**config.mk**
```make
export PLATFORM = sky130hd
export DESIGN_NAME = msr_ctrl
export DESIGN_NICKNAME = d
export VERILOG_FILES = /design/src/rtl/msr_pkg.sv /design/src/rtl/msr_ctrl.sv
export SDC_FILE = /design/constraint.sdc
export NUM_CORES = 1
export LEC_CHECK = 0
export ABC_AREA = 1
export BUFFER_PORTS_ARGS = -buffer_cell sky130_fd_sc_hd__buf_4
export CORE_AREA = 3 3 40 42
export CTS_BUF_LIST = sky130_fd_sc_hd__clkbuf_4 sky130_fd_sc_hd__clkbuf_8
export CTS_CLUSTER_SIZE = 10
export DETAILED_ROUTE_END_ITERATION = 7
export DIE_AREA = 0 0 43 45
export MAX_ROUTING_LAYER = met4
export PLACE_DENSITY = 0.5
export RECOVER_POWER = 25
export SYNTH_ARGS = -nofsm -noshare
export SYNTH_HDL_FRONTEND = slang
export SYNTH_SLANG_ARGS = --single-unit
```
**constraint.sdc**
```tcl
create_clock -name clk -period 2.9 [get_ports clk]
set_clock_uncertainty 0.2 [all_clocks]
set_input_delay 0.87 -clock clk [delete_from_list [all_inputs] [get_ports clk]]
set_output_delay 0.87 -clock clk [all_outputs]
set_load 0.02 [all_outputs]
```
**src/rtl/msr_pkg.sv**
```systemverilog
// Shared types and constants for the merge sort range block.
// Used by the interfaces, the register file, the controller, the datapath and the checker.
package msr_pkg;

  localparam int ELEM_W  = 32;
  localparam int RANGE_W = 10;
  localparam int CFG_AW  = 3;
  localparam int CFG_DW  = 32;

  typedef logic signed [ELEM_W-1:0] elem_t;
  typedef logic [RANGE_W-1:0]       range_t;

  // Operation codes of an input request
  localparam logic OP_LOAD = 1'b0;
  localparam logic OP_READ = 1'b1;

  // Register indexes (address bit 2)
  localparam logic REG_RANGE_START = 1'b0;
  localparam logic REG_RANGE_END   = 1'b1;

  localparam range_t RANGE_START_RST = 10'd0;
  localparam range_t RANGE_END_RST   = 10'd1023;

  // Commands from controller to datapath
  typedef struct packed {
    logic load;
    logic read;
    logic sort_init;
    logic seg_start;
    logic seg_second;
    logic merge;
  } msr_cmd_t;

  // Status from datapath to controller
  typedef struct packed {
    logic pend;
    logic sort_go;
    logic pass_finish;
    logic seg_end;
    logic pass_end;
  } msr_stat_t;

endpackage

```
**src/rtl/msr_ctrl.sv**
```systemverilog
// Controller for the merge sort range block: request handshake and sort sequencing.
// Depends on msr_pkg for the command and status structs and the operation codes.
module msr_ctrl (
  input  logic                clk,
  input  logic                rst_n,
  input  logic                in_valid,
  input  logic                in_operation,
  input  logic                in_last,
  output logic                in_ready,
  output msr_pkg::msr_cmd_t   cmd,
  input  msr_pkg::msr_stat_t  st
);

  typedef enum logic [2:0] {
    S_IDLE,
    S_PASS,
    S_SEG_A,
    S_SEG_B,
    S_MERGE
  } state_t;

  state_t state_r;
  state_t state_nxt;
  logic   in_fire;

  assign in_ready = (state_r == S_IDLE) && !st.pend;
  assign in_fire  = in_valid && in_ready;

  // Issue datapath commands
  always_comb begin
    cmd            = '0;
    cmd.load       = in_fire && (in_operation == msr_pkg::OP_LOAD);
    cmd.read       = in_fire && (in_operation == msr_pkg::OP_READ);
    cmd.sort_init  = cmd.load && in_last && st.sort_go;
    cmd.seg_start  = (state_r == S_SEG_A);
    cmd.seg_second = (state_r == S_SEG_B);
    cmd.merge      = (state_r == S_MERGE);
  end

  // Advance through passes and segments
  always_comb begin
    state_nxt = state_r;
    case (state_r)
      S_IDLE:  if (cmd.sort_init) state_nxt = S_PASS;
      S_PASS:  state_nxt = st.pass_finish ? S_IDLE : S_SEG_A;
      S_SEG_A: state_nxt = S_SEG_B;
      S_SEG_B: state_nxt = S_MERGE;
      S_MERGE: begin
        if (st.seg_end) state_nxt = st.pass_end ? S_PASS : S_SEG_A;
      end
      default: state_nxt = S_IDLE;
    endcase
  end

  always_ff @(posedge clk) begin
    if (!rst_n) begin
      state_r <= S_IDLE;
    end else begin
      state_r <= state_nxt;
    end
  end

endmodule

```
# Word-level counts from Yosys, hierarchy flattened
# Index checks and enable logic that the tools add are counted.
[word_totals] in_bits=10 reg_bits=3
[op_classes] reduce_logical=9 bitwise=1 n_mux=5 eq_ne=6
[ops] op="$pmux W3 S5" count=1
[ops] op="$eq A3 B2 Y1 const B" count=2
[ops] op="$logic_and A1 B1 Y1" count=6
[ops] op="$mux W3" count=2
[ops] op="$mux W2" count=2
[ops] op="$eq A3 B1 Y1 const B" count=1
[ops] op="$eq A3 B3 Y1 const B" count=1
[ops] op="$logic_not A3 Y1" count=1
[ops] op="$ne A2 B1 Y1 const B" count=1
[ops] op="$ne A2 B2 Y1 const B" count=1
[ops] op="$reduce_and A2 Y1" count=1
[ops] op="$logic_not A1 Y1" count=1
[ops] op="$not A1 Y1" count=1

# Depth between registers and ports, before layout
# Gate-level depths: netlist of run 1.
[logic_depth] ltp_word=8 mapped_depth=7 depth_no_buf=7

# Worst setup path after synthesis of run 1
# OpenSTA, ideal clock, no wires.
[synth_path] path_kind="input -> output" startpoint="in st[4] (netlist name)" endpoint="out cmd[4] (netlist name)" slack_ns=0.386 cell_stages=5 t_arrival_ns=1.444 required_ns=1.830 cell_sequence="inv_1 > nand3_2 > nor2_2 > inv_1 > nor2_1"
[synth_lines] item="from (decl)" line="msr_ctrl.sv:11" text="input msr_pkg::msr_stat_t st"
[synth_lines] item="to (decl)" line="msr_ctrl.sv:10" text="output msr_pkg::msr_cmd_t cmd,"

==> impl_results.md, run 1 <==
- Worst-margin pin slew: 253 ps
- Gate Count Post-Synth: 41
- Die width: 43 µm
- Mean Syn Cell Area: 6.01 µm²
- Area leader, netlist: dfxtp_1
- Crit path launch: st[4]
- WP depth: 7
- Initial DRC count: 3
- DP Area: 385 µm²
- # hold bufs at CTS: 0
- Setup TNS: 0 ps
- All-Layer GR Usage: 6.51%
- Biggest regs: state_r: 3 flops
- Fin. max-slew vios: 0
- Tightest Hold Check Type: reg2reg
- IO Pins: 17
- Area grow syn2layout: 67.5%
- Startpoint types: input pin
- CTS max path bufs: 2
- Wire per inst: 7.36 µm
- Critical path's slowest cell: nor2_1
- Reg2reg end: state_r[0]$_SDFFE_PN0P_
- Global route overflow: 0
- Largest register by flop count: state_r
- Setup Fix Bufs, Post-CTS: 0
- Number of remaining DRC errors: 0
- Syn nets: 51
- Root Driver: clkbuf_4
- CTS tree: yes
- Crit Path Max Fanout: 2
- Pwr dens: 357 mW/mm²
- R2r startpoint: state_r[0]$_SDFFE_PN0P_
- R2R depth: 7
- Final WS setup: 275 ps
- Placer Congestion: 0.766
- Die Span Y: 45 µm
- CP endpoint: cmd[4]
- Worst R2R Setup Slack: 1640 ps
- Ys Warns: 0
- Max reg flops: 3
- Clock Pin Slew Worst Setup and Hold Paths: 40 ps
- Final setup fails: 0
- Worst relative slew slack: 83.0%
- # rows: 13
- Vias per inst: 3.80
- Hold slack: 431 ps
- # clock sinks: 3
- Crit share post-route: 90.5%
- I/O Buffers: 16
- Synth cell types: 13
- Seq cells post-synth: 3
- MaxCap Viol Count: 0
- First-pass GRT wire length: 952 µm
- 1st-pass router iterations: 3
- Synthesized area: 246 µm²
- Largest net degree at the start of global routing: 5
- Layout Nets: 72
- Cts bufs inserted: 3
- Ranking of synthesized cells by area: dfxtp_1 24%, inv_1 20%, nand3_1 8.1%
- ANT cells: 0
- IR drop worst, VDD: 0.000183 V
- Fillers: 143
- Cells along the critical path: buf_4 > inv_1 > nand3_2 > nor2_1 > inv_1 > nor2_1 > buf_4
- Starting Density: 19.2%
- Cells resized by post-CTS repair: 0
- Final Hold Fails: 0
- RSZ-0062 raised after global routing: no
- Buffers & Inverters on Critical Path: 4
- Total number of vias: 289
- Max Clk Rate: 381 MHz
- Worst EP required: 1830 ps
- Initial antenna violation count: 0
- Worst hold stages: 4
- Die ar.: 0.00194 mm²
- Sequential share of the synthesized area: 24.4%
- Core Area: 0.00128 mm²
- Share of layout cells above drive strength 1: 47.5%
- Leak pwr: 0.245 nW
- WS Path Type: in2out
- Critical path arrival: 1550 ps
- Hold Crit Start: state_r[0]$_SDFFE_PN0P_
- Pre-CTS setup slack: 301 ps
- Crit path largest cell delay: 150 ps
- Post-Route WL: 559 µm
- Post-route design area: 413 µm²
- Tmin final: 2620 ps
- DRT antenna net count: 0
- Skew-Pair Late Insertion Delay: 230 ps
- Max H-tree Level: 1
- Critical path's top delay family: buffers and inverters
- Crit end category: output pin
- Yosys top cell area share: 24.4%
- Status: completed
- Vias in the first global route: 268
- DP HPWL: 481 µm
cells by family after synthesis:
family	share of synthesized area [%]
DFF	24.4
and+or+nand+nor	43.1
buffers and inverters	22.8
AOI/OAI and AO/OA	9.64
cell usage in the layout, fill, tap and decap left out:
master	instances
nand3_2	2
o211ai_2	1
a21oi_1	1
nand2_1	3
o22ai_1	1
dfxtp_1	3
inv_2	2
nor3_1	1
nand3_1	4
buf_4	15
nand2_2	2
nor2_2	2
nor2_1	6
clkbuf_4	5
inv_1	13
Yosys cell counts, drive strengths merged:
master  instances
a21oi           1
nor3            1
nor2            8
nand2           5
o22ai           1
nand3           6
dfxtp           3
inv            15
o211ai          1
routing by layer:
metal	vias up	global-route usage, %	part of all wire (%)
li1	160	-	-
met1	117	7.69	41
met2	12	10.5	48
met5	-	-	0
met3	0	2.39	11
met4	0	1.81	0
layout make-up:
type	instances	area [µm²]	area share [%]
Timing Repair Buffer	16	120	29.1
Clock buffer	4	30.0	7.27
Inverter	15	56.3	13.6
Multi-Input combinational cell	23	128	30.9
Tap cell	15	18.8	4.55
Sequential cell	3	60.1	14.5
worst min-delay path by stage:
stage	to	slack [ps]
3_3_place_gp	state_r[2]$_SDFFE_PN0P_	420
2_1_floorplan	state_r[0]$_SDFFE_PN0P_	390
6_report	state_r[2]$_SDFFE_PN0P_	430
5_1_grt	state_r[2]$_SDFFE_PN0P_	490
4_1_cts	state_r[2]$_SDFFE_PN0P_	430
3_5_place_dp	state_r[2]$_SDFFE_PN0P_	430
metrics by stage:
| stage | total power, mW | instances | utilization (%) |
|---|---|---|---|
| final | 0.147 | 76 | 32.1 |
| after global routing | 0.158 | 76 | 32.1 |
| after CTS | 0.151 | 76 | 32.3 |
| after detailed placement | 0.0686 | 72 | 30.0 |
| after global placement | 0.0686 | 72 | 30.0 |
| after floorplan | 0.0548 | 41 | - |
worst min-delay path: cells and delay by family, from the launching register on:
kind	cells	cell delay, ps
flip-flops	1	340
buffers and inverters	2	130
AO/OA/AOI/OAI	1	50
AND/OR/NAND/NOR	1	60
where the power goes:
group / internal, mW / switching, mW / leakage, nW / total, mW
Combinational: 0.0136 / 0.0112 / 0.203 / 0.0249
Sequential: 0.0418 / 0.000431 / 0.0242 / 0.0423
Clock: 0.0608 / 0.0195 / 0.0184 / 0.0803
(Power assumes the default switching activity.)
==> run 2, diff against run 1 <==
Settings changed: BUFFER_PORTS_ARGS -buffer_cell sky130_fd_sc_hd__buf_4 to unset, DONT_BUFFER_PORTS set to 1, PLACE_DENSITY 0.5 to 0.39.
==> impl_results.md, run 2 (synthesized netlist as in run 1, its figures left out) <==
- Most common cell on crit path: inv_1
- Sw Pwr: 0.0338 mW
- CTS max path bufs: 2
- Total number of vias: 244
- Flop pwr share: 30.1%
- Root Driver: clkbuf_4
- Fin. max-slew vios: 0
- Comb pwr share: 9.2%
- Crit share post-route: 87.9%
- Final setup fails: 0
- Max H-tree Level: 1
- Global route overflow: 0
- Status: completed
- Setup TNS: 0 ps
- Max reg flops: 3
- Crit path largest cell delay: 300 ps
- Initial antenna violation count: 0
- Clk pwr share: 60.7%
- DP HPWL: 454 µm
- Post-route total power: 0.140 mW
- All-Layer GR Usage: 6.86%
- Storage element area: 60.1 µm²
- Startpoint types: input pin
- Vias in the first global route: 243
- Largest register by flop count: state_r
- Worst-margin pin slew: 496 ps
- Starting Density: 19.2%
- Cells resized by post-CTS repair: 0
- Pwr dens: 471 mW/mm²
- Placer Congestion: 0.780
- Setup Fix Bufs, Post-CTS: 0
- Core Area: 0.00128 mm²
- Tmin final: 2550 ps
- Die Span Y: 45 µm
- IR drop worst, VDD: 0.000215 V
- Die width: 43 µm
- Tightest Hold Check Type: reg2reg
- 1st-pass router iterations: 2
- Fillers: 167
- Share of layout cells above drive strength 1: 28.3%
- Largest net degree at the start of global routing: 5
- Crit end category: output pin
- IO Pins: 17
- Vias per inst: 4.00
- WS Path Type: in2out
- # rows: 13
- Skew-Pair Late Insertion Delay: 240 ps
- Area grow syn2layout: 20.8%
- CTS tree: yes
- Most frequent cells in the layout: 13 x inv_1, 6 x nor2_1, 4 x nand3_1, 4 x nand2_1, 4 x clkbuf_4
- Max Clk Rate: 392 MHz
- I/O Buffers: 0
- DRT antenna net count: 0
- # hold bufs at CTS: 0
- Critical path arrival: 1480 ps
- Net Sw Frac: 24.1%
- Post-Route WL: 554 µm
- ANT cells: 0
- Wire per inst: 9.08 µm
- Layout Nets: 57
- # clock sinks: 3
- Area of the multi-input gates: 125 µm²
- Internal: 0.107 mW
- Clock Pin Slew Worst Setup and Hold Paths: 40 ps
- Die ar.: 0.00194 mm²
- Worst relative slew slack: 66.8%
- Worst EP required: 1830 ps
- Crit Path Max Fanout: 2
- Critical path's slowest cell: nor2_1
- Number of remaining DRC errors: 0
- Biggest regs: state_r: 3 flops
- Commonest non-fill, non-tap cell in the layout: inv_1
- Initial DRC count: 1
- RSZ-0062 raised after global routing: no
- Final Hold Fails: 0
- Cts bufs inserted: 3
- Final Core Density: 23.2%
- First-pass GRT wire length: 883 µm
- Leak pwr: 0.171 nW
- MaxCap Viol Count: 0
- Cells along the critical path: inv_1 > nand3_2 > nor2_2 > inv_1 > nor2_1
## run 2: cell count changes in the layout (fill, tap and decap cells not counted)
cell / before / now
nand2_1: 3 / 4
clkbuf_4: 5 / 4
nand2_2: 2 / 1
buf_4: 15 / 1
## run 2: through the flow
step                      std cells  cell area, µm²  worst slack [ps]  hold WS [ps]
after floorplan                  41             246               386           385
after global placement           57             273               328           462
after detailed placement         57             273               330           440
after CTS                        61             303               329           450
after global routing             61             298               256           486
final                            61             298               352           447
## run 2: path summary, 6_finish.rpt
kind	startpoint	to	slack, ps	cells past startpoint
setup / recovery	st[4]	cmd[4]	350	5
hold / removal	state_r[2]$_SDFFE_PN0P_	state_r[0]$_SDFFE_PN0P_	450	3
setup reg to reg	state_r[1]$_SDFFE_PN0P_	state_r[1]$_SDFFE_PN0P_	1350	7
hold reg to reg	state_r[2]$_SDFFE_PN0P_	state_r[0]$_SDFFE_PN0P_	450	3
## run 2: worst max-delay path, delay by kind of cell
family        cells  cell delay, ps
buf+inv           2             110
simple gates      3             510
## run 2: power by group through the flow
| stage | Combinational (mW) | Clock (mW) | Sequential (mW) |
|---|---|---|---|
| CTS | 0.0133 | 0.0885 | 0.0423 |
| finish | 0.0128 | 0.0852 | 0.0423 |
| detailed placement | 0.0133 | 0 | 0.0429 |
| global placement | 0.0132 | 0 | 0.0429 |
| global route | 0.0149 | 0.0881 | 0.0423 |
| floorplan | 0.0119 | 0 | 0.0428 |
## run 2: routing by layer
| metal | part of all wire [%] | GRT usage, % | vias to the layer above |
|---|---|---|---|
| met5 | 0 | - | - |
| met4 | 0 | 9.04 | 0 |
| met3 | 7.6 | 1.20 | 0 |
| met2 | 51 | 10.8 | 12 |
| met1 | 42 | 6.25 | 101 |
| li1 | - | - | 131 |
## run 2: cell type report
type,instances,share of cell area [%]
clock buffers,4,10.1
inverters,15,18.9
multi-input cells,23,42.0
flip-flops and latches,3,20.2
well taps,15,6.30
repair buffers,1,2.52
