## src/rtl/msr_pkg.sv

```systemverilog
// Shared types and constants for the merge sort range block.
// Used by the interfaces, the register file, the controller, the datapath and the checker.
package msr_pkg;

  localparam int ELEM_W  = 32;
  localparam int RANGE_W = 10;
  localparam int CFG_AW  = 3;
  localparam int CFG_DW  = 32;

  typedef logic signed [ELEM_W-1:0] elem_t;
  typedef logic [RANGE_W-1:0]       range_t;

  // Operation codes of an input request
  localparam logic OP_LOAD = 1'b0;
  localparam logic OP_READ = 1'b1;

  // Register indexes (address bit 2)
  localparam logic REG_RANGE_START = 1'b0;
  localparam logic REG_RANGE_END   = 1'b1;

  localparam range_t RANGE_START_RST = 10'd0;
  localparam range_t RANGE_END_RST   = 10'd1023;

  // Commands from controller to datapath
  typedef struct packed {
    logic load;
    logic read;
    logic sort_init;
    logic seg_start;
    logic seg_second;
    logic merge;
  } msr_cmd_t;

  // Status from datapath to controller
  typedef struct packed {
    logic pend;
    logic sort_go;
    logic pass_finish;
    logic seg_end;
    logic pass_end;
  } msr_stat_t;

endpackage

```

## src/rtl/msr_regs.sv

```systemverilog
// APB-style register file holding the sort range bounds.
// Depends on msr_pkg for register indexes and reset values.
module msr_regs (
  input  logic                        clk,
  input  logic                        rst_n,
  input  logic                        psel,
  input  logic                        penable,
  input  logic                        pwrite,
  input  logic [msr_pkg::CFG_AW-1:0]  paddr,
  input  logic [msr_pkg::CFG_DW-1:0]  pwdata,
  output logic [msr_pkg::CFG_DW-1:0]  prdata,
  output logic                        pready,
  output msr_pkg::range_t             range_start,
  output msr_pkg::range_t             range_end
);

  msr_pkg::range_t range_start_r;
  msr_pkg::range_t range_end_r;
  logic            wr_en;
  logic            reg_idx;

  assign pready  = 1'b1;
  assign wr_en   = psel && penable && pwrite;
  assign reg_idx = paddr[2];

  // Capture register writes on the access cycle
  always_ff @(posedge clk) begin
    if (!rst_n) begin
      range_start_r <= msr_pkg::RANGE_START_RST;
      range_end_r   <= msr_pkg::RANGE_END_RST;
    end else if (wr_en) begin
      case (reg_idx)
        msr_pkg::REG_RANGE_START: range_start_r <= pwdata[msr_pkg::RANGE_W-1:0];
        msr_pkg::REG_RANGE_END:   range_end_r   <= pwdata[msr_pkg::RANGE_W-1:0];
        default: ;
      endcase
    end
  end

  // Read back, zero-extended
  always_comb begin
    case (reg_idx)
      msr_pkg::REG_RANGE_START: prdata = msr_pkg::CFG_DW'(range_start_r);
      msr_pkg::REG_RANGE_END:   prdata = msr_pkg::CFG_DW'(range_end_r);
      default:                  prdata = '0;
    endcase
  end

  assign range_start = range_start_r;
  assign range_end   = range_end_r;

endmodule

```

## config.mk

```make
export PLATFORM = sky130hd
export DESIGN_NAME = msr_regs
export DESIGN_NICKNAME = d
export VERILOG_FILES = /design/src/rtl/msr_pkg.sv /design/src/rtl/msr_regs.sv
export SDC_FILE = /design/constraint.sdc
export NUM_CORES = 1
export LEC_CHECK = 0
export BUFFER_PORTS_ARGS = -buffer_cell sky130_fd_sc_hd__buf_4
export CAP_MARGIN = 0
export CORE_UTILIZATION = 35
export CTS_CLUSTER_DIAMETER = 150
export CTS_CLUSTER_SIZE = 8
export DETAILED_ROUTE_END_ITERATION = 8
export PLACE_DENSITY_LB_ADDON = 0.15
export SLEW_MARGIN = 20
export SYNTH_ARGS = -nofsm -noshare
export SYNTH_HDL_FRONTEND = slang
export SYNTH_SLANG_ARGS = --single-unit
```

## constraint.sdc

```tcl
create_clock -name clk -period 0.97 [get_ports clk]
set_clock_uncertainty 0.2 [all_clocks]
set_input_delay 0.097 -clock clk [delete_from_list [all_inputs] [get_ports clk]]
set_output_delay 0.097 -clock clk [all_outputs]
set_load 0.05 [all_outputs]
```

# Word-level counts from Yosys, hierarchy flattened
# Cells that the tools add are included.
[totals] elab_cells=8 register_bits=20 output_inout_bits=53 input_bits=40
[op_classes] bitwise=1 reduce_logical=4 n_mux=1
[ops] cell="$pmux 32 s2" count=1
[ops] cell="$reduce_and 2->1" count=2
[ops] cell="$logic_and 1x1->1" count=2
[ops] cell="$not 1->1" count=1

# Logic depth before layout (Yosys ltp)
# Gate-level depths: netlist of the first run.
[depth] word_depth=3 depth_mapped=3 mapped_depth_nobuf=2

# Worst setup path after synthesis of the first run
# Ideal clock, no wire load.
[synth_path] kind="register -> output" start="register range_end_r[0] (netlist: range_end[0])" end="output prdata[0] (netlist name)" path_slack_ns=-0.376 path_stages_with_launch=2 required_ns=0.673 n_path_buf=0 arrival_time_ns=1.049 path_cell_list="dfxtp_1 > mux2_2"
[synth_via] elab_chain_cells=1
[synth_lines] element="from (decl)" line_no="msr_regs.sv:18" source="msr_pkg::range_t range_end_r;"
[synth_lines] element="from (signal assigned)" line_no="msr_regs.sv:30" source="range_end_r <= msr_pkg::RANGE_END_RST;"
[synth_lines] element="from (signal assigned)" line_no="msr_regs.sv:34" source="msr_pkg::REG_RANGE_END: range_end_r <= pwdata[msr_pkg::RANGE_W-1:0];"
[synth_lines] element="$pmux 32 s2" line_no="msr_regs.sv:42" source="case (reg_idx)"
[synth_lines] element="to (decl)" line_no="msr_regs.sv:11" source="output logic [msr_pkg::CFG_DW-1:0] prdata,"
# Every way passes these cells. The select of a mux whose other input is x is not followed.

# Worst setup path after layout of the first run
[layout_path] start="register range_start_r[8] (netlist: range_start[8])" end="output prdata[8] (netlist name)"
[layout_via] elab_chain_cells=1
[layout_lines] element="from (decl)" line_no="msr_regs.sv:17" source="msr_pkg::range_t range_start_r;"
[layout_lines] element="from (signal assigned)" line_no="msr_regs.sv:29" source="range_start_r <= msr_pkg::RANGE_START_RST;"
[layout_lines] element="from (signal assigned)" line_no="msr_regs.sv:33" source="msr_pkg::REG_RANGE_START: range_start_r <= pwdata[msr_pkg::RANGE_W-1:0];"
[layout_lines] element="$pmux 32 s2" line_no="msr_regs.sv:42"
# Every way passes these cells. The select of a mux whose other input is x is not followed.

==> results.cfg, run 1 <==
[place]
sum_of_net_half_perimeters_after_detailed_placement_um = 1990
finalWeightedCongestion = 0.726
dp_worst_setup_slack_ns = -0.229
io_buffers = 45

[routing]
detail-route-antenna-nets = 0
post-route-drc-count = 0
drt_iter0_markers = 12
dr.pass1.iters = 4
wl_per_cell_um = 12.4
vias = 1080
detail_routed_via_count_per_cell = 4.25
finalWirelength_um = 3140

[timing]
min_period_over_period_pct = 142
min_period_ns = 1.38
setup_ws_ns = -0.408
rsz0062_at_grt = true
hold-worst-slack_ns = 0.0164
timing_max_transition_violations_final = 0
hold_viol_final = 0
timing.fmax_ghz = 0.726
finalSetupViolations = 42

[global_routing]
antenna_found_initial = 0
grt_util_all_layers_pct = 17.9
grt_start_max_net_pins = 41
vias_in_the_first_global_route = 1026
grt_pass1_wl_um = 4620
overflow = 0

[worst_setup_path]
reg2reg_setup_slack_ns = -0.11
worst-r2r-cell-count = 4
timing.critical_path.required_ns = 0.67
critical_path.reg2reg.endpoint = range_end[7]
worstReg2RegStart = range_end[7]
cp-end-kind = output pin
setup.worst_path.class = reg2out
critical_path_arrival_ns = 1.08
timing.critical_path.fanout_max = 2
start_kind = flip-flop

[status]
failed_checks = setup timing
status = finished with violations

[min_path]
hold_path_end = range_start[6]
hold_path_startpoint = rst_n
holdCritPathClass = in2reg
hold_path_depth = 3

[power]
power.density_cell_area_mw_per_mm2 = 999
worst_case_vdd_ir_drop_v = 0.000515
netSwitchingFraction_pct = 33.6
seq_power_share_pct = 34.7
leakagePower_uw = 0.00104
power.combinational.fraction_pct = 36.3
p_clk_share_pct = 28.9
p_switching_uw = 782
internal_power_uw = 1550

[die]
die_width_um = 59.4
row_count = 20
starting_density_pct = 37.4
top_level_ports = 93
dieHeight_um = 59.4
core_area_sq_mm = 0.00308
die-area_sq_mm = 0.00353

[synth]
ys_types = 12
dominantRegCellSynth = sky130_fd_sc_hd__dfxtp_1
synth_top_cell_by_area = sky130_fd_sc_hd__dfxtp_1
synth_top_cells_by_count = sky130_fd_sc_hd__buf_4, sky130_fd_sc_hd__dfxtp_1, sky130_fd_sc_hd__mux2i_1, sky130_fd_sc_hd__nand2_1, sky130_fd_sc_hd__nor2b_1
post_synth_adder_cell_area_pct = 0
synth.mux.area_fraction_pct = 27.1
syn-instance-count = 124
synth_compound_area_share_pct = 0
mappedNetlistArea_sq_mm = 0.00115
postSynthAreaPerCell_sq_um = 9.29
synth-seq-area-share_pct = 34.7
post-synth-top-count-cell = sky130_fd_sc_hd__buf_4
yosys.area_share.simple_pct = 19.0
synth_top_area_share_pct = 34.7
synth_area_leaders = sky130_fd_sc_hd__dfxtp_1, sky130_fd_sc_hd__mux2i_1, sky130_fd_sc_hd__buf_4
synth_enable_flop_cells = 0
yosys_warnings = 0
number_of_register_bits_inferred_by_synthesis = 20
post_synthesis_xor_xnor_area_fraction_pct = 0
synthArstFlopShare_pct = 0
synth_top_family_by_area = multiplexers

[cells_and_area]
syn2layout_area_growth_pct = 102
insertedDiodeCount = 0
fin_util_pct = 75.7
fin_nets = 251
layout-drive-gt1-share_pct = 60.5

[clocking]
skew_pair_late_insertion_delay_ns = 0.30
path_clk_slew_ns = 0.12
clkSinkCount = 20
clk_tree_root_cell = sky130_fd_sc_hd__clkbuf_4
tritoncts.num_buffers = 3
clockBufferDepth = 2
cts_tree = yes
cts-htree-levels = 1

[flow_run]
drv.max_cap_violation_count = 0
## worst max path at each step
| stage | start | endpoint | slack (ns) |
|---|---|---|---|
| finish | range_start[8] | prdata[8] | -0.41 |
| global placement | paddr[2] | range_start[8] | -0.18 |
| detailed placement | paddr[2] | range_start[8] | -0.23 |
| floorplan | range_start[0] | prdata[0] | -0.08 |
| global route | range_start[8] | prdata[8] | -0.45 |
| CTS | range_start[8] | prdata[8] | -0.43 |
## flip-flops by register name (all words and copies together), names as in the netlist
register and cells:
range_end 10, range_start 10
## metal layers
metal / track usage (%) / wire length (um)
met5: 0 / 0
met4: 5.10 / 24
met3: 2.62 / 135
met2: 36.0 / 1850
met1: 18.8 / 1140
## worst max-delay path, cell delays in order, from the launching register on
cell and delay, ns:
sky130_fd_sc_hd__dfxtp_4 0.36, sky130_fd_sc_hd__mux2_4 0.27, sky130_fd_sc_hd__buf_6 0.15
## power by group through the flow
stage          sequential, uW  clock (uW)  combinational, uW
5_1_grt                   812         741                881
2_1_floorplan             893           0                521
4_1_cts                   809         705                808
3_3_place_gp              824           0                697
6_report                  809         674                845
3_5_place_dp              825           0                704
## cell families (layout without fill, tap and decap cells)
group | after synthesis | count (layout)
other | 2 | 23
flip-flops | 20 | 20
buffers and inverters | 30 | 95
multiplexers | 30 | 30
AND/OR/NAND/NOR | 42 | 42
## cells in the final DEF (no fill, tap or decap)
| cell | instances |
|---|---|
| sky130_fd_sc_hd__buf_4 | 22 |
| sky130_fd_sc_hd__nor2b_1 | 13 |
| sky130_fd_sc_hd__and4b_1 | 1 |
| sky130_fd_sc_hd__nor2b_4 | 6 |
| sky130_fd_sc_hd__mux2_4 | 10 |
| sky130_fd_sc_hd__nand2_1 | 15 |
| sky130_fd_sc_hd__conb_1 | 23 |
| sky130_fd_sc_hd__dlygate4sd3_1 | 10 |
| sky130_fd_sc_hd__clkbuf_4 | 3 |
| sky130_fd_sc_hd__nor2b_2 | 1 |
| sky130_fd_sc_hd__bufinv_16 | 1 |
| sky130_fd_sc_hd__nand2_2 | 5 |
| sky130_fd_sc_hd__buf_8 | 20 |
| sky130_fd_sc_hd__buf_12 | 3 |
| sky130_fd_sc_hd__buf_6 | 36 |
| sky130_fd_sc_hd__dfxtp_4 | 20 |
| sky130_fd_sc_hd__mux2i_1 | 20 |
| sky130_fd_sc_hd__and4_1 | 1 |
## per-stage QoR
step,power [uW],instances,cell area (sq um),setup TNS (ns)
2_1_floorplan,1410,145,1350,-0.768
3_3_place_gp,1520,229,1750,-4.28
3_5_place_dp,1530,229,1750,-4.65
4_1_cts,2320,246,2180,-9.71
5_1_grt,2430,254,2330,-11.46
6_report,2330,254,2330,-9.75
## cell type report
type / instances / area, sq um
clock buffer: 3 / 22.5
clock inverter: 1 / 30.0
fill: 216 / 748
multi-input combinational: 95 / 716
sequential: 20 / 475
tap: 44 / 55.1
timing repair buffer: 91 / 1030
## repair_timing
item                       CTS  global route
resized for setup           70            33
setup endpoints to repair   34            43
setup buffers                3            17
hold endpoints to repair    20             2
hold buffers                10             1
(Power assumes the default switching activity.)
==> run 2, diff against run 1 <==
--- a/config.mk
+++ b/config.mk
@@ -12,6 +12,7 @@
 export CTS_CLUSTER_SIZE = 8
 export DETAILED_ROUTE_END_ITERATION = 8
 export PLACE_DENSITY_LB_ADDON = 0.15
+export RECOVER_POWER = 50
 export SLEW_MARGIN = 20
 export SYNTH_ARGS = -nofsm -noshare
 export SYNTH_HDL_FRONTEND = slang
==> constraint.sdc (replaced) <==
create_clock -name clk -period 1.6 [get_ports clk]
set_clock_uncertainty 0.2 [all_clocks]
set_input_delay 0.16 -clock clk [delete_from_list [all_inputs] [get_ports clk]]
set_output_delay 0.16 -clock clk [all_outputs]
set_load 0.05 [all_outputs]
==> run 2 against run 1 <==
Effect of this change: the flow now finishes without violations; sequential share of layout area increased by 5.3 points; worst hold slack gained 0.041 ns; first-iteration DRC count shrank 8.3%; clock power fell by 38%; flip-flop and latch count stayed put; non-clock buffer count decreased by 34; final cell count fell by 13%; via count shrank 15%; global-route usage shrank 3.5 points.
==> results.cfg, run 2 (synthesized netlist as in run 1, its figures left out) <==
[status]
status = finished clean

[timing]
hold_viol_final = 0
finalSetupViolations = 0
timing.fmax_ghz = 0.680
min_period_over_period_pct = 91.9
rsz0062_at_grt = false
timing.slew.headroom_pct = 43.3
timing_max_transition_violations_final = 0
setup_ws_ns = 0.130
hold-worst-slack_ns = 0.0579
min_period_ns = 1.47
max_slew.worst_pin.slew_ns = 0.851
timing.setup.tns_ns = 0

[clocking]
cts-resized-gates = 0
cts-htree-levels = 1
clk_tree_root_cell = sky130_fd_sc_hd__clkbuf_4
path_clk_slew_ns = 0.12
skew_pair_late_insertion_delay_ns = 0.31
clockBufferDepth = 2
cts_tree = yes
clkSinkCount = 20
tritoncts.num_buffers = 3

[global_routing]
grt_start_max_net_pins = 41
overflow = 0
grt_util_all_layers_pct = 14.4
antenna_found_initial = 0
grt_pass1_wl_um = 3750
vias_in_the_first_global_route = 842

[routing]
vias = 918
detail_routed_via_count_per_cell = 4.17
post-route-drc-count = 0
detail-route-antenna-nets = 0
drt_iter0_markers = 11
dr.pass1.iters = 2
wl_per_cell_um = 10.7
finalWirelength_um = 2360

[power]
worst_case_vdd_ir_drop_v = 0.000361
power.density_cell_area_mw_per_mm2 = 853
power_uw = 1330
leakagePower_uw = 0.000674

[die]
starting_density_pct = 37.4
top_level_ports = 93
dieHeight_um = 59.4
die_width_um = 59.4
core_area_sq_mm = 0.00308
die-area_sq_mm = 0.00353
row_count = 20

[cells_and_area]
layout-drive-gt1-share_pct = 33.5
final_common_cell = sky130_fd_sc_hd__buf_4
syn2layout_area_growth_pct = 35.3
insertedDiodeCount = 0
mostFrequentLayoutCells = sky130_fd_sc_hd__buf_4, sky130_fd_sc_hd__conb_1
fin_nets = 217

[worst_setup_path]
cp-end-kind = output pin
timing.critical_path.required_ns = 1.24
timing.critical_path.fanout_max = 3
critical_path_arrival_ns = 1.11
reg2reg_setup_slack_ns = 0.77
start_kind = flip-flop
setup.worst_path.class = reg2out

[place]
dp_worst_setup_slack_ns = 0.280
sum_of_net_half_perimeters_after_detailed_placement_um = 1630
finalWeightedCongestion = 0.707
io_buffers = 45

[flow_run]
drv.max_cap_violation_count = 0

[min_path]
holdCritPathClass = in2reg
[run 2: cell types whose count changed in the layout (fill, tap and decap cells not counted), sizes merged]
cell    delta
buf       -50
clkbuf    +16
[run 2: critical path: stages (launching register included)]
cell and delay, ns:
sky130_fd_sc_hd__dfxtp_1 0.35, sky130_fd_sc_hd__mux2_2 0.27, sky130_fd_sc_hd__buf_4 0.19
[run 2: routing by layer]
metal	wire, um	share of wire, %	track usage, %
met1	968	41	15.7
met2	1200	51	26.8
met3	158	6.7	2.62
met4	34	1.4	6.12
met5	0	0	0
[run 2: where the power goes]
part	internal [uW]	switching, uW	leakage [uW]
clock	253	164	0.0000279
sequential	509	7.99	0.000162
combinational	113	283	0.000484
total	875	454	0.000674
[run 2: through the flow]
step | area, sq um | instances | util [%]
floorplan | 1230 | 145 | -
global placement | 1430 | 206 | 46.3
detailed placement | 1430 | 206 | 46.3
CTS | 1580 | 220 | 51.3
global route | 1560 | 220 | 50.7
finish | 1560 | 220 | 50.7
[run 2: path summary, 6_finish.rpt]
path / startpoint / end / cells past startpoint
hold / removal: rst_n / range_start[5] / 3
setup / recovery: range_end[4] / prdata[4] / 2
hold reg to reg: range_start[8] / range_start[8] / 2
setup reg to reg: range_end[0] / range_end[0] / 2
[run 2: cell type report]
| class | instances | area, sq um |
|---|---|---|
| tap | 44 | 55.1 |
| multi-input combinational | 95 | 618 |
| timing repair buffer | 57 | 433 |
| fill | 318 | 1520 |
| sequential | 20 | 400 |
| clock buffer | 3 | 22.5 |
| clock inverter | 1 | 30.0 |
[run 2: what timing repair did]
| item | 4_1_cts | 5_1_grt |
|---|---|---|
| endpoints found under the hold margin | 20 | 0 |
| setup buffers | 0 | 0 |
| hold buffers | 10 | 0 |
